$ cat src/hdl/pbdl_pkg.sv
`timescale 1ns / 1ps
`default_nettype none
package pbdl_pkg;

   localparam int SLOTS  = 32;
   localparam int IDX_W  = $clog2(SLOTS);
   localparam int CNT_W  = $clog2(SLOTS + 1);
   localparam int PAGE_W = 60;

   typedef logic [3:0] cmd_type;
   localparam cmd_type CMD_FETCH      = 4'd0;
   localparam cmd_type CMD_PIN        = 4'd1;
   localparam cmd_type CMD_UNPIN      = 4'd2;
   localparam cmd_type CMD_DIRTY      = 4'd3;
   localparam cmd_type CMD_FREE       = 4'd4;
   localparam cmd_type CMD_FLUSH      = 4'd5;
   localparam cmd_type CMD_FLUSH_EVICT = 4'd6;
   localparam cmd_type CMD_FLUSH_FILE = 4'd7;
   localparam cmd_type CMD_FLUSH_ALL  = 4'd8;
   localparam cmd_type CMD_PURGE      = 4'd9;

   typedef logic [2:0] kind_type;
   localparam kind_type KIND_HIT   = 3'd0;
   localparam kind_type KIND_LOAD  = 3'd1;
   localparam kind_type KIND_WB    = 3'd2;
   localparam kind_type KIND_FREE  = 3'd3;
   localparam kind_type KIND_DONE  = 3'd4;
   localparam kind_type KIND_ERROR = 3'd5;

   typedef logic [3:0] op_type;
   localparam op_type OP_NONE       = 4'd0;
   localparam op_type OP_LATCH      = 4'd1;
   localparam op_type OP_LOOKUP     = 4'd2;
   localparam op_type OP_HIT        = 4'd3;
   localparam op_type OP_LOAD       = 4'd4;
   localparam op_type OP_SCAN_INIT  = 4'd5;
   localparam op_type OP_SCAN_STEP  = 4'd6;
   localparam op_type OP_EVICT      = 4'd7;
   localparam op_type OP_ERROR      = 4'd8;
   localparam op_type OP_FLAG       = 4'd9;
   localparam op_type OP_FREE       = 4'd10;
   localparam op_type OP_FLUSH      = 4'd11;
   localparam op_type OP_FLUSH_STEP = 4'd12;
   localparam op_type OP_PURGE      = 4'd13;
   localparam op_type OP_DONE0      = 4'd14;

   typedef struct packed {
      logic [3:0]        command;
      logic [3:0]        file_number;
      logic [PAGE_W-1:0] page_number;
   } req_type;

   typedef struct packed {
      kind_type          kind;
      logic [3:0]        out_file;
      logic [PAGE_W-1:0] out_page;
      logic [4:0]        slot;
      logic              last;
   } rsp_type;

   typedef struct packed {
      op_type op;
   } ctl_type;

   typedef struct packed {
      cmd_type command;
      logic    hit;
      logic    full;
      logic    victim_found;
      logic    scan_last;
      logic    mask_any;
      logic    mask_last;
   } sts_type;

endpackage
`default_nettype wire

$ cat src/hdl/pbdl_ctrl.sv
`timescale 1ns / 1ps
`default_nettype none
module pbdl_ctrl (
   input  wire                clock,
   input  wire                reset,
   input  wire                start,
   output logic               busy,
   input  pbdl_pkg::sts_type  sts,
   output pbdl_pkg::ctl_type  ctl
);
   import pbdl_pkg::*;

   localparam logic [2:0] ST_IDLE   = 3'd0;
   localparam logic [2:0] ST_LOOKUP = 3'd1;
   localparam logic [2:0] ST_DECIDE = 3'd2;
   localparam logic [2:0] ST_SCAN   = 3'd3;
   localparam logic [2:0] ST_EVICT  = 3'd4;
   localparam logic [2:0] ST_LOAD   = 3'd5;
   localparam logic [2:0] ST_FLUSH  = 3'd6;

   logic [2:0] state_ff, state_in;

   assign busy = (state_ff != ST_IDLE);

   always_comb begin
      state_in = state_ff;
      ctl.op   = OP_NONE;
      case (state_ff)
         ST_IDLE: begin
            if (start) begin
               ctl.op   = OP_LATCH;
               state_in = ST_LOOKUP;
            end
         end
         ST_LOOKUP: begin
            ctl.op   = OP_LOOKUP;
            state_in = ST_DECIDE;
         end
         ST_DECIDE: begin
            state_in = ST_IDLE;
            case (sts.command)
               CMD_FETCH: begin
                  if (sts.hit) ctl.op = OP_HIT;
                  else if (!sts.full) ctl.op = OP_LOAD;
                  else begin
                     ctl.op   = OP_SCAN_INIT;
                     state_in = ST_SCAN;
                  end
               end
               CMD_PIN, CMD_UNPIN, CMD_DIRTY: ctl.op = OP_FLAG;
               CMD_FREE:                      ctl.op = OP_FREE;
               CMD_FLUSH, CMD_FLUSH_EVICT:    ctl.op = OP_FLUSH;
               CMD_FLUSH_FILE, CMD_FLUSH_ALL: begin
                  if (sts.mask_any) state_in = ST_FLUSH;
                  else ctl.op = OP_DONE0;
               end
               CMD_PURGE: ctl.op = OP_PURGE;
               default:   ctl.op = OP_DONE0;
            endcase
         end
         ST_SCAN: begin
            ctl.op = OP_SCAN_STEP;
            if (sts.scan_last) state_in = ST_EVICT;
         end
         ST_EVICT: begin
            if (sts.victim_found) begin
               ctl.op   = OP_EVICT;
               state_in = ST_LOAD;
            end else begin
               ctl.op   = OP_ERROR;
               state_in = ST_IDLE;
            end
         end
         ST_LOAD: begin
            ctl.op   = OP_LOAD;
            state_in = ST_IDLE;
         end
         ST_FLUSH: begin
            ctl.op = OP_FLUSH_STEP;
            if (sts.mask_last) state_in = ST_IDLE;
         end
         default: state_in = ST_IDLE;
      endcase
   end

   always_ff @(posedge clock) begin
      if (reset) state_ff <= ST_IDLE;
      else state_ff <= state_in;
   end

endmodule
`default_nettype wire

$ cat config.mk
export PLATFORM = sky130hd
export DESIGN_NAME = pbdl_ctrl
export DESIGN_NICKNAME = d
export VERILOG_FILES = /design/src/hdl/pbdl_pkg.sv /design/src/hdl/pbdl_ctrl.sv
export SDC_FILE = /design/constraint.sdc
export NUM_CORES = 1
export LEC_CHECK = 0
export BUFFER_PORTS_ARGS = -buffer_cell sky130_fd_sc_hd__buf_2
export CORE_AREA = 2 2 39 41
export DETAILED_ROUTE_END_ITERATION = 8
export DIE_AREA = 0 0 41 43
export PLACE_DENSITY = 0.61
export SYNTH_ARGS = -nofsm -noshare
export SYNTH_HDL_FRONTEND = slang
export SYNTH_SLANG_ARGS = --single-unit
$ cat constraint.sdc
create_clock -name clock -period 3.2 [get_ports clock]
set_input_delay 0.16 -clock clock [delete_from_list [all_inputs] [get_ports clock]]
set_output_delay 0.16 -clock clock [all_outputs]
set_load 0.01 [all_outputs]
==> results of run 1 <==
[per-stage QoR]
step           power, mW  hold WS, ps  instance area, um2  cells  util (%)
2_1_floorplan    0.07652        229.1               459.2     73         -
6_report          0.1615        116.6               559.3    104     40.42
4_1_cts           0.1643        110.5               559.3    104     40.42
3_5_place_dp     0.09513        355.8               533.0    100     38.52
5_1_grt           0.1776        107.3               559.3    104     40.42
3_3_place_gp     0.09508        352.3               533.0    100     38.52
[worst reg2reg max path: stages (launching register included)]
cell	delay, ps
dfxtp_1	440
or3_1	420
o221ai_1	230
o22ai_1	100
[where the power goes]
part           internal (mW)  switching, mW
logic                 0.0225         0.0279
clock network         0.0468         0.0200
registers             0.0392        0.00516
[cells by family after synthesis]
group / synth area share, %
AND/OR/NAND/NOR: 35.97
AO/OA/AOI/OAI: 36.79
buffers and inverters: 10.08
flip-flops: 13.08
XOR/XNOR: 1.908
multiplexers: 2.180
[per-layer routing]
metal / GRT usage, % / up-vias
met1: 22.76 / 259
met4: 4.000 / 0
met3: 3.141 / 0
li1: - / 301
met2: 19.38 / 12
met5: 0 / -
[worst paths after layout]
kind          startpoint     endpoint  slack, ps  cells past startpoint
max          state_ff[2]       ctl[0]       1450                      5
min                reset  state_ff[1]        120                      2
max reg2reg  state_ff[1]  state_ff[0]       1890                      3
min reg2reg  state_ff[2]  state_ff[2]        670                      2
[layout make-up]
type                    count  share of cell area, %
repair buffers             17                  15.21
inverters                   4                  2.685
flip-flops and latches      3                  10.74
multi-input cells          60                  63.09
well taps                  16                  3.579
clock buffers               4                  4.698
[synth_stat cells (all sizes together) (2+ instances only)]
cell	n	area (um2)
nor2	12	45.04
o21ai	6	30.03
buf	2	16.26
clkbuf	4	15.01
a211oi	2	15.01
inv	4	15.01
dfxtp	3	60.06
nand2	6	22.52
o221ai	2	17.52
nor3	3	15.01
a21oi	10	50.05
==> metrics.md, run 1 <==
| Metric | Value |
|---|---|
| Fmax | `570.4 MHz` |
| Top flop regs | `state_ff x3` |
| Most frequent cells in the layout | `buf_2 (17), nor2_1 (12), a21oi_1 (10), nand2_1 (6), o21ai_0 (6)` |
| Asr flop ratio synth | `0%` |
| Gr ovfl total | `0` |
| Placer congestion estimate | `0.7787` |
| Register area | `60.06 um2` |
| Per-cell routed wire length | `11.00 um` |
| Pin count of the biggest net entering global routing | `16` |
| Fillers | `162` |
| Area Growth Syn to Fin | `21.80%` |
| Port bufs | `17` |
| Dpl hpwl | `820.7 um` |
| CTS buffer count | `3` |
| Global-route wire length before repair | `1821 um` |
| Synthesized cell area | `459.2 um2` |
| Max FFs per register | `3` |
| Crit path capture type | `primary output` |
| Core area | `1384 um2` |
| Die X | `41 um` |
| Fin Clk Skew | `3.546 ps` |
| Seq/Total Area, Yosys | `13.08%` |
| CP Launch Type | `flip-flop` |
| Final nets | `102` |
| Crit path max-delay cell type | `dfxtp_1` |
| Buffers and inverters on the worst path | `1` |
| Synth Instances | `73` |
| Relative slew slack | `70.45%` |
| Post-synth top flop | `dfxtp_1` |
| Rows | `14` |
| Least-Margin Pin Slew | `442.6 ps` |
| Hold Crit Class | `input pin to flip-flop` |
| Static Leak | `0.2266 nW` |
| Crit path max fanout | `13` |
| DRC | `0` |
| Placement Setup Slack | `1673 ps` |
| Clk slew on worst S/H paths | `40 ps` |
| Ys Warns | `0` |
| Clock tree from TritonCTS | `yes` |
| Post-CTS Setup Bufs | `0` |
| Cell Chain, Critical Path | `mux2i_1, nor2_1, a211oi_1, nor3_1, buf_2` |
| Drt first pass iters | `4` |
| Max-Cap Viols | `0` |
| Antenna Nets Post-Route | `0` |
| I/O Pins | `18` |
| Vias | `572` |
| Layout cells sized above 1 | `26.14%` |
| Area of the multi-input gates | `352.8 um2` |
| Unrepaired setup endpoints after global routing | `false` |
| Max VDD drop | `0.1428 mV` |
| Die area | `1763 um2` |
| Setup CP Type | `flip-flop to primary output` |
| CP arrival | `1590 ps` |
| Starting density of the core | `33.18%` |
| Period utilization | `54.78%` |
| Avg Cell Area, Syn | `6.290 um2` |
| Post-synth EDFFs | `0` |
| CP top delay family | `flip-flops` |
| Vertical die dimension | `43 um` |
| Setup TNS | `0 ps` |
| Commonest non-fill, non-tap cell in the layout | `buf_2` |
| Max stage delay on crit path | `520 ps` |
| CTS Hold Bufs | `0` |
| Biggest register | `state_ff` |
| Initial antenna violation count | `0` |
| Final worst path period need | `1753 ps` |
| Final setup fails | `0` |
| Ant diodes | `0` |
| Wire length on met3 | `46 um` |
| Final worst slack | `1447 ps` |
| Vias in the first global route | `434` |
| Synth cell types | `31` |
| Met2 WL | `519 um` |
| # resized after CTS | `0` |
| H-tree Lvls | `1` |
| CTS max path bufs | `2` |
| Clk_lat worst skew | `230 ps` |
| Power Dens Cells | `288.8 nW/um2` |
| Clock sinks | `3` |
| Net count after synthesis | `86` |
| DR vias/cell | `5.500` |
| Synth Register Bits | `3` |
| Hold Vio Cnt, Final | `0` |
| Highest metal layer with signal wires | `met3` |
| Clock Root Buffer | `clkbuf_4` |
| Overall Global Routing Usage | `14.54%` |
| Routed met1 length | `578 um` |
| CP Data Required Time | `3040 ps` |
| Max-slew violations | `0` |
| Post-Route WL | `1144 um` |
| Initial drt markers | `11` |
| Outcome | `finished clean` |
No activity file was read; power rests on OpenSTA's default activity.
==> run 2: changes to the inputs <==
--- a/config.mk
+++ b/config.mk
@@ -5,11 +5,12 @@
 export SDC_FILE = /design/constraint.sdc
 export NUM_CORES = 1
 export LEC_CHECK = 0
+export ABC_AREA = 1
 export BUFFER_PORTS_ARGS = -buffer_cell sky130_fd_sc_hd__buf_2
 export CORE_AREA = 2 2 39 41
 export DETAILED_ROUTE_END_ITERATION = 8
 export DIE_AREA = 0 0 41 43
-export PLACE_DENSITY = 0.61
+export PLACE_DENSITY = 0.62
 export SYNTH_ARGS = -nofsm -noshare
 export SYNTH_HDL_FRONTEND = slang
 export SYNTH_SLANG_ARGS = --single-unit
==> constraint.sdc (replaced) <==
create_clock -name clock -period 1.5 [get_ports clock]
set_input_delay 0.075 -clock clock [delete_from_list [all_inputs] [get_ports clock]]
set_output_delay 0.075 -clock clock [all_outputs]
set_load 0.01 [all_outputs]
==> run 2 against run 1 <==
  * Die area unchanged
  * Sequential cell count unchanged
  * Wire length down 6.5%
  * Worst hold slack worse by 97 ps
  * Count of clock-buffer cells in the layout unchanged
  * Setup slack worse by 1300 ps
  * First-iteration DRC count unchanged
  * Critical endpoint is now ctl[2]
  * Combinational power rose to 3.6 times the previous value
  * Synthesized cell count up 22%
  * Largest power group is now combinational logic
  * Sequential share of layout area about the same
  * Highest routed layer is now met4
==> metrics.md, run 2 <==
| Metric | Value |
|---|---|
| Synth cell types | `14` |
| CP Data Required Time | `1420 ps` |
| CP top delay family | `flip-flops` |
| Synthesized cell area | `446.7 um2` |
| CTS buffer count | `3` |
| Period utilization | `90.99%` |
| Max stage delay on crit path | `370 ps` |
| Clock sinks | `3` |
| Total internal power | `262.6 uW` |
| Ys Warns | `0` |
| Top flop regs | `state_ff x3` |
| Layout cells sized above 1 | `36.36%` |
| Net count after synthesis | `102` |
| Tot Pwr | `424.9 uW` |
| Clock Power Share | `33.1%` |
| DR vias/cell | `4.595` |
| Clk slew on worst S/H paths | `40 ps` |
| Crit path max fanout | `6` |
| Final setup fails | `0` |
| Static Leak | `0.3648 nW` |
| Post-CTS Setup Bufs | `0` |
| Overall Global Routing Usage | `13.33%` |
| Max VDD drop | `0.5356 mV` |
| Placer congestion estimate | `0.7890` |
| Hold Vio Cnt, Final | `0` |
| Clk_lat worst skew | `230 ps` |
| H-tree Lvls | `1` |
| Part of the power in registers | `23.9%` |
| Cell Chain, Critical Path | `inv_2, nand2_2, nor2_2, nand2_1, nand2_1, a211oi_2, nand2_1, buf_2` |
| Synth top area share | `22.69%` |
| Vias | `579` |
| Commonest non-fill, non-tap cell in the layout | `nand2_1` |
| Max FFs per register | `3` |
| Crit path max-delay cell type | `dfxtp_2` |
| Die X | `41 um` |
| Crit path launch | `state_ff[1]` |
| Leading area contributor after synthesis | `nand2_1` |
| P_sw | `162.3 uW` |
| Asr flop ratio synth | `0%` |
| Port bufs | `17` |
| CTS Hold Bufs | `0` |
| R2R Setup Slk | `390 ps` |
| Ant diodes | `0` |
| I/O Pins | `18` |
| Final worst slack | `135.2 ps` |
| Unrepaired setup endpoints after global routing | `false` |
| Initial antenna violation count | `0` |
| # resized after CTS | `0` |
| Hold Crit Start | `reset` |
| Die area | `1763 um2` |
| Fmax | `732.7 MHz` |
| Final nets | `124` |
| Vias in the first global route | `461` |
| Post-Route WL | `1070 um` |
| Biggest register | `state_ff` |
| Starting density of the core | `32.28%` |
| Power Dens Cells | `718.0 nW/um2` |
| Rows | `14` |
| Min Hold Slack | `19.41 ps` |
| Dpl hpwl | `870.7 um` |
| Max-Cap Viols | `0` |
| Global-route wire length before repair | `1697 um` |
| Pin count of the biggest net entering global routing | `8` |
| Per-cell routed wire length | `8.492 um` |
| Core area | `1384 um2` |
| Most frequent cells in the layout | `nand2_1 (27), buf_2 (17), inv_1 (11), nand3_1 (9), nor2_1 (8)` |
| Antenna Nets Post-Route | `0` |
| Sw Share | `38.21%` |
| Setup TNS | `0 ps` |
| CP arrival | `1290 ps` |
| Relative slew slack | `77.95%` |
| Reg2reg start | `state_ff[2]` |
| CTS max path bufs | `2` |
| Comb power frac | `43.0%` |
| Final worst path period need | `1365 ps` |
| Cell area after layout | `591.8 um2` |
| Vertical die dimension | `43 um` |
| Post-synth top flop | `dfxtp_1` |
| Buffers and inverters on the worst path | `2` |
| Area Growth Syn to Fin | `32.49%` |
| Outcome | `finished clean` |
| Hold Crit Class | `input pin to flip-flop` |
| DRC | `0` |
| Post-DP Area | `551.8 um2` |
| Fillers | `162` |
| Drt first pass iters | `4` |
| Gr ovfl total | `0` |
| Placement Setup Slack | `283.5 ps` |
| Post-synth EDFFs | `0` |
| CP Launch Type | `flip-flop` |
| Synth Instances | `89` |
| Count leader, synth | `nand2_1` |
| Clock Root Buffer | `clkbuf_4` |
| Top cells by area, synth | `nand2_1 (23%), dfxtp_1 (13%), nand3_1 (10%)` |
| Commonest cells in the synthesized netlist | `nand2_1 (27), inv_1 (11), nand3_1 (9)` |
| Least-Margin Pin Slew | `327.3 ps` |
| Max-slew violations | `0` |
| Worst path most repeated cell | `nand2_1` |
| Clock tree from TritonCTS | `yes` |
| Synth Register Bits | `3` |
| Setup CP Type | `flip-flop to primary output` |
| Seq/Total Area, Yosys | `13.45%` |
| Fin Clk Skew | `3.084 ps` |
| Initial drt markers | `11` |
| Avg Cell Area, Syn | `5.019 um2` |
| Crit path capture type | `primary output` |
## run 2: cell types whose count changed in the layout (fill, tap and decap cells not counted), moves of 3 or more
cell / change
nor3_1: -3
nand2_2: +3
nand2_1: +21
nand4_1: +3
inv_2: +7
dfxtp_2: +3
nand3_1: +8
a21oi_1: -7
nor2_2: +4
dfxtp_1: -3
inv_1: +7
nor2_1: -4
## run 2: cells by family after synthesis
family / after synthesis / synth area share, %
and+or+nand+nor: 57 / 58.55
AOI/OAI and AO/OA: 11 / 12.88
buffers and inverters: 18 / 15.13
DFF: 3 / 13.45
## run 2: power groups by stage
stage | clock network (mW) | registers, mW | logic, mW
global placement | 0 | 0.0997 | 0.180
global route | 0.156 | 0.102 | 0.207
CTS | 0.146 | 0.0987 | 0.179
floorplan | 0 | 0.0984 | 0.117
detailed placement | 0 | 0.100 | 0.178
finish | 0.141 | 0.102 | 0.183
## run 2: layout make-up
type | count | area [um2] | area share [%]
Timing Repair Buffer | 17 | 85.08 | 14.38
Tap cell | 16 | 20.02 | 3.383
Multi-Input combinational cell | 68 | 329.1 | 55.60
Sequential cell | 3 | 63.81 | 10.78
Inverter | 18 | 67.56 | 11.42
Clock buffer | 4 | 26.28 | 4.440
## run 2: path summary, 6_finish.rpt
check / cells after the start / to
hold reg to reg: 2 / state_ff[0]
hold / removal: 2 / state_ff[0]
setup / recovery: 8 / ctl[2]
setup reg to reg: 8 / state_ff[2]
## run 2: per-layer routing
layer	part of all wire [%]	vias to the layer above	GRT usage, %
met5	0	-	0
met4	1.0	0	6.000
met3	2.9	2	0
met2	50	12	20.94
met1	46	245	18.21
li1	-	320	-
## run 2: through the flow
| stage | utilization, % | std cells |
|---|---|---|
| floorplan | - | 89 |
| global placement | 39.87 | 122 |
| detailed placement | 39.87 | 122 |
| CTS | 41.77 | 126 |
| global route | 42.77 | 126 |
| finish | 42.77 | 126 |
